File: src/hw/rtl/assert_macros.svh
// assertion helpers included by tse_dpath
`ifndef ASSERT_MACROS_SVH
`define ASSERT_MACROS_SVH

// property that must hold at every clock edge outside reset
`define TSE_ASSERT_ALWAYS(lbl, clk, rst, expr) \
  lbl: assert property (@(posedge clk) disable iff (rst) (expr)) \
    else $error("tse assertion failed");

// same-cycle implication
`define TSE_ASSERT_IMPL(lbl, clk, rst, ante, cons) \
  lbl: assert property (@(posedge clk) disable iff (rst) (ante) |-> (cons)) \
    else $error("tse assertion failed");

`endif

File: src/hw/rtl/tse_pkg.sv
// ----------------------------------------------------------------------------
// tse_pkg
// Shared types and constants of the topological sort engine.
// ----------------------------------------------------------------------------
`timescale 1ns / 1ps
`default_nettype none

package tse_pkg;

  localparam int MAX_VERTICES = 16;
  localparam int VIDX_W       = $clog2(MAX_VERTICES);
  localparam int CNT_W        = VIDX_W + 1;

  typedef logic [VIDX_W-1:0]       vidx_t;
  typedef logic [CNT_W-1:0]        cnt_t;
  typedef logic [MAX_VERTICES-1:0] row_t;

  typedef enum logic [3:0] {
    S_IDLE,
    S_COUNT_RD,
    S_COUNT_ACC,
    S_SEED,
    S_POP,
    S_POP_WAIT,
    S_HANDOFF,
    S_SCAN,
    S_FINAL
  } state_t;

  typedef struct packed {
    logic row_wr;
    logic start;
    logic adj_sel_v;
    logic count_acc;
    logic seed_step;
    logic pop;
    logic take_v;
    logic handoff;
    logic scan_step;
    logic final_load;
  } tse_cmd_t;

  typedef struct packed {
    logic n_zero;
    logic cnt_last;
    logic stack_empty;
    logic slot_free;
    logic pending_valid;
  } tse_stat_t;

endpackage

`default_nettype wire

File: src/hw/rtl/topological_sort_engine.sv
// ----------------------------------------------------------------------------
// topological_sort_engine
// Kahn topological sort over an adjacency matrix loaded one row per item.
// ----------------------------------------------------------------------------
// Rows are taken one per cycle while the engine is idle; a row with last_row
// set starts the sort and the engine takes no further item until the final
// result has been placed in the output register. For n vertices the sort
// counts in-degrees (a read and an accumulate step per vertex), seeds the
// ready stack, then pops each vertex, hands it off and scans its successors,
// and finishes with the final item; the output side can stall the run. The
// single read port of the adjacency RAM and the one-successor-per-cycle scan
// set the run time. The user must see that the vertex count register is written
// only while idle (the block does not enforce it); the value used is saturated to 16.
`timescale 1ns / 1ps
`default_nettype none

module topological_sort_engine import tse_pkg::*; (
  input  logic        clk,
  input  logic        rst,
  input  logic        cfg_we,
  input  logic [4:0]  cfg_data,
  input  logic        in_valid,
  output logic        in_ready,
  input  logic [3:0]  row_index,
  input  logic [15:0] row_bits,
  input  logic        last_row,
  output logic        out_valid,
  input  logic        out_ready,
  output logic [3:0]  vertex,
  output logic        vertex_valid,
  output logic        has_cycle,
  output logic        last
);

  tse_cmd_t  cmd;
  tse_stat_t stat;

  tse_ctrl u_ctrl (
    .clk      (clk),
    .rst      (rst),
    .in_valid (in_valid),
    .last_row (last_row),
    .in_ready (in_ready),
    .stat     (stat),
    .cmd      (cmd)
  );

  tse_dpath u_dpath (
    .clk          (clk),
    .rst          (rst),
    .cmd          (cmd),
    .stat         (stat),
    .cfg_we       (cfg_we),
    .cfg_data     (cfg_data),
    .row_index    (row_index),
    .row_bits     (row_bits),
    .out_valid    (out_valid),
    .out_ready    (out_ready),
    .vertex       (vertex),
    .vertex_valid (vertex_valid),
    .has_cycle    (has_cycle),
    .last         (last)
  );

endmodule

`default_nettype wire

File: src/hw/rtl/tse_ram.sv
// ----------------------------------------------------------------------------
// tse_ram
// Generic single-write, single-read RAM with registered read data.
// ----------------------------------------------------------------------------
`timescale 1ns / 1ps
`default_nettype none

module tse_ram #(
  parameter int WIDTH = 16,
  parameter int DEPTH = 16
) (
  input  logic                     clk,
  input  logic                     we,
  input  logic [$clog2(DEPTH)-1:0] waddr,
  input  logic [WIDTH-1:0]         wdata,
  input  logic [$clog2(DEPTH)-1:0] raddr,
  output logic [WIDTH-1:0]         rdata
);

  logic [WIDTH-1:0] mem [DEPTH];

  always_ff @(posedge clk) begin
    if (we) begin
      mem[waddr] <= wdata;
    end
    rdata <= mem[raddr];
  end

endmodule

`default_nettype wire

File: src/hw/rtl/tse_ctrl.sv
// ----------------------------------------------------------------------------
// tse_ctrl
// Sequencer for row loading, in-degree count, seeding, pop/scan and final item.
// ----------------------------------------------------------------------------
`timescale 1ns / 1ps
`default_nettype none

module tse_ctrl import tse_pkg::*; (
  input  logic      clk,
  input  logic      rst,
  input  logic      in_valid,
  input  logic      last_row,
  output logic      in_ready,
  input  tse_stat_t stat,
  output tse_cmd_t  cmd
);

  state_t state;
  state_t state_next;
  logic   handoff_go;

  assign handoff_go = stat.slot_free || !stat.pending_valid;

  always_ff @(posedge clk) begin
    if (rst) begin
      state <= S_IDLE;
    end else begin
      state <= state_next;
    end
  end

  always_comb begin
    state_next = state;
    unique case (state)
      S_IDLE: begin
        if (in_valid && last_row) begin
          state_next = stat.n_zero ? S_FINAL : S_COUNT_RD;
        end
      end
      S_COUNT_RD:  state_next = S_COUNT_ACC;
      S_COUNT_ACC: state_next = stat.cnt_last ? S_SEED : S_COUNT_RD;
      S_SEED:      state_next = stat.cnt_last ? S_POP : S_SEED;
      S_POP:       state_next = stat.stack_empty ? S_FINAL : S_POP_WAIT;
      S_POP_WAIT:  state_next = S_HANDOFF;
      S_HANDOFF:   state_next = handoff_go ? S_SCAN : S_HANDOFF;
      S_SCAN:      state_next = stat.cnt_last ? S_POP : S_SCAN;
      S_FINAL:     state_next = stat.slot_free ? S_IDLE : S_FINAL;
      default:     state_next = S_IDLE;
    endcase
  end

  always_comb begin
    in_ready       = (state == S_IDLE);
    cmd            = '0;
    cmd.row_wr     = in_ready && in_valid;
    cmd.start      = in_ready && in_valid && last_row;
    cmd.adj_sel_v  = (state == S_HANDOFF) || (state == S_SCAN);
    cmd.count_acc  = (state == S_COUNT_ACC);
    cmd.seed_step  = (state == S_SEED);
    cmd.pop        = (state == S_POP) && !stat.stack_empty;
    cmd.take_v     = (state == S_POP_WAIT);
    cmd.handoff    = (state == S_HANDOFF) && handoff_go;
    cmd.scan_step  = (state == S_SCAN);
    cmd.final_load = (state == S_FINAL) && stat.slot_free;
  end

endmodule

`default_nettype wire

File: src/hw/rtl/tse_dpath.sv
// ----------------------------------------------------------------------------
// tse_dpath
// Adjacency and stack memories, in-degree counters and the output register.
// ----------------------------------------------------------------------------
`timescale 1ns / 1ps
`default_nettype none

`include "assert_macros.svh"

module tse_dpath import tse_pkg::*; (
  input  logic      clk,
  input  logic      rst,
  input  tse_cmd_t  cmd,
  output tse_stat_t stat,
  input  logic      cfg_we,
  input  cnt_t      cfg_data,
  input  vidx_t     row_index,
  input  row_t      row_bits,
  output logic      out_valid,
  input  logic      out_ready,
  output vidx_t     vertex,
  output logic      vertex_valid,
  output logic      has_cycle,
  output logic      last
);

  cnt_t  vertex_count;
  cnt_t  n_sat;
  cnt_t  n_reg;
  vidx_t cnt;
  cnt_t  in_degree [MAX_VERTICES];
  cnt_t  depth;
  cnt_t  emitted;
  vidx_t cur_v;
  vidx_t pending;
  logic  pending_valid;

  row_t  adj_rd;
  vidx_t stack_rd;
  vidx_t adj_raddr;
  logic  cnt_last;
  logic  seed_push;
  logic  scan_hit;
  logic  scan_push;
  logic  push;
  logic  slot_free;

  assign n_sat = (vertex_count > CNT_W'(MAX_VERTICES)) ? CNT_W'(MAX_VERTICES) : vertex_count;

  assign cnt_last  = ({1'b0, cnt} == (n_reg - CNT_W'(1)));
  assign seed_push = cmd.seed_step && (in_degree[cnt] == '0);
  assign scan_hit  = cmd.scan_step && adj_rd[cnt] && (in_degree[cnt] != '0);
  assign scan_push = scan_hit && (in_degree[cnt] == CNT_W'(1));
  assign push      = seed_push || scan_push;
  assign slot_free = !out_valid || out_ready;
  assign adj_raddr = cmd.adj_sel_v ? cur_v : cnt;

  assign stat.n_zero        = (n_sat == '0);
  assign stat.cnt_last      = cnt_last;
  assign stat.stack_empty   = (depth == '0);
  assign stat.slot_free     = slot_free;
  assign stat.pending_valid = pending_valid;

  tse_ram #(
    .WIDTH (MAX_VERTICES),
    .DEPTH (MAX_VERTICES)
  ) u_adj_ram (
    .clk   (clk),
    .we    (cmd.row_wr),
    .waddr (row_index),
    .wdata (row_bits),
    .raddr (adj_raddr),
    .rdata (adj_rd)
  );

  // lifo of vertices whose in-degree is zero
  tse_ram #(
    .WIDTH (VIDX_W),
    .DEPTH (MAX_VERTICES)
  ) u_stack_ram (
    .clk   (clk),
    .we    (push),
    .waddr (depth[VIDX_W-1:0]),
    .wdata (cnt),
    .raddr (VIDX_W'(depth - CNT_W'(1))),
    .rdata (stack_rd)
  );

  always_ff @(posedge clk) begin
    if (rst) begin
      vertex_count <= CNT_W'(MAX_VERTICES);
    end else if (cfg_we) begin
      vertex_count <= cfg_data;
    end
  end

  always_ff @(posedge clk) begin
    if (rst) begin
      n_reg         <= '0;
      cnt           <= '0;
      depth         <= '0;
      emitted       <= '0;
      pending_valid <= 1'b0;
      for (int j = 0; j < MAX_VERTICES; j++) begin
        in_degree[j] <= '0;
      end
    end else begin
      if (cmd.start) begin
        n_reg         <= n_sat;
        cnt           <= '0;
        depth         <= '0;
        emitted       <= '0;
        pending_valid <= 1'b0;
        for (int j = 0; j < MAX_VERTICES; j++) begin
          in_degree[j] <= '0;
        end
      end else begin
        // counter wraps to zero at the end of each sweep
        if (cmd.count_acc || cmd.seed_step || cmd.scan_step) begin
          cnt <= cnt_last ? '0 : cnt + VIDX_W'(1);
        end
        if (cmd.count_acc) begin
          for (int j = 0; j < MAX_VERTICES; j++) begin
            if (adj_rd[j] && (CNT_W'(j) < n_reg)) begin
              in_degree[j] <= in_degree[j] + CNT_W'(1);
            end
          end
        end
        if (scan_hit) begin
          in_degree[cnt] <= in_degree[cnt] - CNT_W'(1);
        end
        if (cmd.pop) begin
          depth <= depth - CNT_W'(1);
        end else if (push) begin
          depth <= depth + CNT_W'(1);
        end
        if (cmd.handoff) begin
          emitted       <= emitted + CNT_W'(1);
          pending_valid <= 1'b1;
        end else if (cmd.final_load) begin
          pending_valid <= 1'b0;
        end
      end
    end
  end

  always_ff @(posedge clk) begin
    if (cmd.take_v) begin
      cur_v <= stack_rd;
    end
    if (cmd.handoff) begin
      pending <= cur_v;
    end
  end

  // output register: a popped vertex is held back until it is known whether it is the last
  always_ff @(posedge clk) begin
    if (rst) begin
      out_valid <= 1'b0;
    end else if ((cmd.handoff && pending_valid) || cmd.final_load) begin
      out_valid <= 1'b1;
    end else if (out_ready) begin
      out_valid <= 1'b0;
    end
  end

  always_ff @(posedge clk) begin
    if (cmd.handoff && pending_valid) begin
      vertex       <= pending;
      vertex_valid <= 1'b1;
      has_cycle    <= 1'b0;
      last         <= 1'b0;
    end else if (cmd.final_load) begin
      vertex       <= pending_valid ? pending : '0;
      vertex_valid <= pending_valid;
      has_cycle    <= pending_valid ? (emitted < n_reg) : (n_reg != '0);
      last         <= 1'b1;
    end
  end

  `TSE_ASSERT_ALWAYS(a_depth_bound, clk, rst, depth <= CNT_W'(MAX_VERTICES))
  `TSE_ASSERT_IMPL(a_push_room, clk, rst, push, depth < CNT_W'(MAX_VERTICES))
  `TSE_ASSERT_IMPL(a_pop_nonempty, clk, rst, cmd.pop, depth != '0)
  `TSE_ASSERT_ALWAYS(a_emitted_bound, clk, rst, emitted <= n_reg)

endmodule

`default_nettype wire
File: config.mk
export PLATFORM = sky130hd
export DESIGN_NAME = topological_sort_engine
export DESIGN_NICKNAME = d
export VERILOG_FILES = /design/src/hw/rtl/tse_pkg.sv /design/src/hw/rtl/topological_sort_engine.sv /design/src/hw/rtl/tse_ram.sv /design/src/hw/rtl/tse_ctrl.sv /design/src/hw/rtl/tse_dpath.sv
export VERILOG_INCLUDE_DIRS = /design/src /design/src/hw/rtl
export SDC_FILE = /design/constraint.sdc
export NUM_CORES = 1
export LEC_CHECK = 0
export ABC_AREA = 1
export BUFFER_PORTS_ARGS = -buffer_cell sky130_fd_sc_hd__buf_4
export CORE_MARGIN = 4
export CORE_UTILIZATION = 45
export CTS_CLUSTER_DIAMETER = 200
export CTS_CLUSTER_SIZE = 20
export DETAILED_ROUTE_END_ITERATION = 8
export PLACE_DENSITY_LB_ADDON = 0.25
export SYNTH_ARGS = -nofsm -noshare
export SYNTH_HDL_FRONTEND = slang
export SYNTH_SLANG_ARGS = --single-unit
export TNS_END_PERCENT = 1
File: constraint.sdc
create_clock -name clk -period 6.3 [get_ports clk]
set_input_delay 0.945 -clock clk [delete_from_list [all_inputs] [get_ports clk]]
set_output_delay 0.945 -clock clk [all_outputs]
set_load 0.02 [all_outputs]
Word-level counts from Yosys, hierarchy flattened:

Memory sizes are Yosys's and may differ from the RTL's. A register that Yosys moved wholly into a read port is not among the register bits.
Cells that the tools add are included.

* mux-type cells: 154
* bitwise operators: 32
* reduce and logical (&&, ||, !) cells: 49
* magnitude comparators: 19
* add/subtract/negate cells: 22
* equality and inequality tests: 11

Operators with widths (count)
* two-way mux 5 bit: 36
* two-way mux 1 bit: 101
* adder 5 x 1 -> 5 bit (second input constant): 18
* two-way mux 4 bit: 12
* less-than comparator 4 x 5 -> 1 bit (first input constant): 8
* case mux 4 bit (9 select lines): 1
* bitwise OR 1 bit: 32
* logical AND 1 bit: 27
* less-than comparator 3 x 5 -> 1 bit (first input constant): 4
* == test 4 x 3 -> 1 bit (second input constant): 4
* zero test 5 bit: 3
* subtractor 5 x 1 -> 5 bit (second input constant): 3
* less-than comparator 1 x 5 -> 1 bit (first input constant): 2
* less-than comparator 2 x 5 -> 1 bit (first input constant): 2
* nonzero test 5 bit: 2
* == test 4 x 2 -> 1 bit (second input constant): 2
* nonzero test 2 bit: 4
* logical OR 1 bit: 7
* == test 4 x 5 -> 1 bit: 1
* == test 5 x 1 -> 1 bit (second input constant): 1
* > comparator 5 bit (second input constant): 1
* less-than comparator 4 x 5 -> 1 bit (second input constant): 1
* less-than comparator 5 bit: 1
* OR reduction 5 bit: 1
* 10 further kinds: 13

* memory bits (writable): 400
* flip-flop bits (word level): 45
* memories: 3
* output and inout port bits: 9
* word-level logic and storage cells: 304
* input bits: 31

Memory list
* u_dpath.u_adj_ram.mem: depth 16, bits a word 16, rd ports 1, clocked after memory_dff 1, write ports 1, line tse_ram.sv:20 `logic [WIDTH-1:0] mem [DEPTH];`
* u_dpath.in_degree: depth 16, bits a word 5, rd ports 17, clocked after memory_dff 1, write ports 16, line tse_dpath.sv:31 `cnt_t in_degree [MAX_VERTICES];`
* u_dpath.u_stack_ram.mem: depth 16, bits a word 4, rd ports 1, clocked after memory_dff 1, write ports 1, line tse_ram.sv:20

Logic depth before layout (Yosys ltp):

* depth after elaboration: 10
* gate-level depth with buffers: 18
* mapped depth without buffers: 17

Hierarchy:

Synthesis repeated with hierarchy kept, for this count alone.

* cells, all modules: 2506
* area, all modules: 23074.6 um^2

Modules (own cells, without submodules)
* tse_ram (u_dpath.u_adj_ram): seq. area each 8007.7 um^2, instances 1, area each 11380.9 um^2, cells an instance 1074
* tse_dpath: seq. area each 3423.3 um^2, instances 1, area each 8339.2 um^2, cells an instance 1077
* tse_ram (u_dpath.u_stack_ram): seq. area each 2001.9 um^2, instances 1, area each 2966.6 um^2, cells an instance 290
* tse_ctrl: seq. area each 80.1 um^2, instances 1, area each 387.9 um^2, cells an instance 65

Worst setup path after synthesis:

OpenSTA, ideal clock, no wires.

* path kind: reg-to-reg
* from: register with a tool-made name
* to: memory u_dpath.u_stack_ram.mem[0][0] (netlist name) (enable)
* setup slack: 3618 ps
* arrival: 2352 ps
* buffers on the path: 3
* clock period less this slack: 2682 ps
* library setup time: 329 ps
* cell stages (with the launch flop): 17
* required time: 5971 ps
* cell sequence: dfxtp_1 > buf_6 > buf_4 > nor2_1 > o21ai_0 > nand3_1 > nand3_1 > nand2_1 > inv_1 > buf_2 > ha_1 > nand3_1 > nor2_1 > nand3_2 > nand2_1 > nand2_1 > nor2_1

RTL lines (line)
* end: declaration: tse_ram.sv:20

==> flow_summary.ini <==
[run_status]
status = finished clean

[floorplanning]
fp.coreArea_mm2 = 0.0467
die_x_um = 225
ios = 40
die_y_um = 225
initial_core_util_pct = 45.6
rows = 79
dieArea_mm2 = 0.0508

[routing]
firstDrtPassIters = 6
vias_per_cell = 5.78
wl_mm = 54.5
antenna_left = 0
post_drt_wl_per_cell_um = 21.1
num_vias = 14972
drcViolationCount = 0
drtIter0Drc = 1535

[placement]
dp.cells = 2537
placed_area_mm2 = 0.0222
gp_congestion = 0.915
port_buffers = 39
dp_hpwl_mm = 34.8

[clocking]
clk_pin_slew_ns = 0.10
cts_tree = done
cts_made_buffers = 27
cts-resized-gates = 0
cts.sinks = 469
htreeDepth = 1
root_buffer = clkbuf_16
clk_path_buf_depth = 3
holdBufCountCts = 0
insertion_delay_ns = 0.58
cts_setup_buffers = 0

[power]
total_power_uw = 5980
swShare_pct = 25.5
p_sw_uw = 1530
p_per_area_mw_per_mm2 = 260
combPwrFrac_pct = 11.0
vdd_drop_max_v = 0.000251
p_leak_uw = 0.00824
seq_power_share_pct = 58.9
pwr-share-clk_pct = 30.0
p_int_uw = 4460

[flow_run]
maxCapViolCount = 0

[finish]
drive_gt1_share_pct = 10.5
nets = 2025
final_area_mm2 = 0.0230
syn_to_final_growth_pct = 8.03
largest_reg_flops = 256
reg_top3 = u_dpath.u_adj_ram.mem x256, u_dpath.in_degree x80, u_dpath.u_stack_ram.mem x64
largest-register = u_dpath.u_adj_ram.mem
fillers = 4164
finalNonFillerCells = 2589

[setup_path]
cp.arrival_ns = 4.35
crit_path_end_kind = flip-flop
crit_type = flip-flop to flip-flop
regToRegEndpoint = u_dpath.u_stack_ram.mem[10][1]
r2r_slack_ns = 2.20
critPathMaxFanout = 47
cp-start-kind = flip-flop
worst-endpoint-required_ns = 6.55
reg2reg_depth = 14

[hold_path]
hold-path-endpoint = u_dpath.cur_v[1]
hp-class = flip-flop to flip-flop
holdPathStages = 0
min-delay-start = u_dpath.u_stack_ram.rdata[1]

[global_routing]
antenna_found_initial = 1
grt_pass1_vias = 14520
overflow = 0
grt_start_max_net_pins = 70
track_usage_pct = 21.1
grt_pass1_wl_mm = 84.0

[synthesis]
synth.cells.most_frequent = edfxtp_1, nor2_1, o21ai_0, nand2_1, inv_1
ys_seq_area_share_pct = 63.5
synth_edf_count = 412
synth_area_leader_cell = edfxtp_1
synth_top_area_share_pct = 58.2
ys_ff_latch = 469
synth_area_leaders = edfxtp_1, dfxtp_1, nor2_1
ys.flop_type = edfxtp_1
synth.most_common_cell = edfxtp_1
async_flop_share_pct = 0
syn_avg_cell_area_um2 = 10.9
ys_types = 46
ys_warn_count = 0
syn_nets = 2017
synth_area_mm2 = 0.0213
synth_cells = 1952

[sta]
finalClockSkew_ns = 0.0212
rsz0062_at_grt = false
hold_violations = 0
relSlewSlack_pct = 28.2
finalSetupViolCount = 0
tightest_slew_ns = 1.05
fmax_ghz = 0.244
hold_ws_ns = 0.410
setup_tns_ns = 0
post-route-period-util_pct = 65.0
layout_min_cycle_time_ns = 4.10
final_max_slew_viol_count = 0
## cells in the final DEF, fill, tap and decap left out, drive strengths merged
master / Yosys / final
mux2i: 5 / 5
nor3: 14 / 14
a211oi: 5 / 5
o221ai: 54 / 54
mux2: 1 / 1
clkinv: 1 / 3
o21ai: 255 / 255
a21oi: 36 / 36
xnor2: 7 / 7
dfxtp: 57 / 57
nor3b: 2 / 2
or2: 17 / 17
o32ai: 11 / 11
diode: 0 / 1
nor4: 2 / 2
a31oi: 2 / 2
buf: 30 / 69
edfxtp: 412 / 412
a2111oi: 1 / 1
xor2: 29 / 29
o22ai: 51 / 51
nor2: 298 / 298
nand3: 140 / 140
o21a: 1 / 1
o2111ai: 2 / 2
o211ai: 25 / 25
clkbuf: 61 / 49
ha: 34 / 34
inv: 160 / 160
nand4: 22 / 22
and3: 1 / 1
nand2: 216 / 216
## worst max-delay path, cell delays in order, from the launching register on
cell and delay, ns:
dfxtp_1 0.33, buf_4 0.37, inv_2 0.34, o21ai_0 0.25, nand3_1 0.10, nand3_1 0.11, nand2_1 0.10, inv_1 0.64
ha_1 0.29, nand3_1 0.10, nor2_1 0.15, nand3_2 0.19, nand2_1 0.20, nand2_1 0.22, nor2_1 0.34
## stage by stage
stage               setup WS, ns  util, %
floorplan                   3.62        -
global placement            2.45     47.6
detailed placement          2.31     47.6
CTS                         2.27     49.2
global route                1.85     49.3
finish                      2.20     49.3
## final cells by class
cell class              instances  area [um^2]  share of cell area (%)
well taps                     607          759                    3.30
diodes                          1         2.50                  0.0109
repair buffers                 70          523                    2.28
clock buffers                  48          754                    3.28
flip-flops and latches        469        13500                    58.8
clock inverters                 2         25.0                   0.109
inverters                     161          606                    2.63
multi-input cells            1231         6800                    29.6
## metal layers
metal | vias up | track usage [%] | share of wire (%)
li1 | 7007 | - | -
met1 | 7360 | 29.4 | 43
met2 | 527 | 35.1 | 48
met3 | 78 | 2.85 | 6.4
met4 | 0 | 5.37 | 2.4
met5 | - | 0 | 0
## power by group through the flow
stage	registers [uW]	clock network, uW	logic [uW]
after global routing	3530	1960	724
after global placement	3600	0	643
after CTS	3520	1840	655
after detailed placement	3600	0	652
final	3530	1800	659
after floorplan	3580	0	419
## how the worst max path moves through the flow
stage               from                              to  cells past startpoint
3_5_place_dp   flip-flop  u_dpath.u_stack_ram.mem[10][0]                     14
5_1_grt        flip-flop  u_dpath.u_stack_ram.mem[10][0]                     14
4_1_cts        flip-flop  u_dpath.u_stack_ram.mem[10][0]                     14
2_1_floorplan  flip-flop   u_dpath.u_stack_ram.mem[0][0]                     16
6_report       flip-flop  u_dpath.u_stack_ram.mem[10][1]                     14
3_3_place_gp   flip-flop  u_dpath.u_stack_ram.mem[14][0]                     15
## logic make-up after synthesis
group                      Yosys count  share of synthesized area, %
xor gates and xnor gates            36                          1.52
AOI/OAI and AO/OA                  443                          12.8
DFF                                469                          63.5
buffers and inverters              252                          4.83
adders and majority gates           34                          2.00
muxes                                6                         0.288
and+or+nand+nor                    712                          15.1
(Power assumes the default switching activity.)
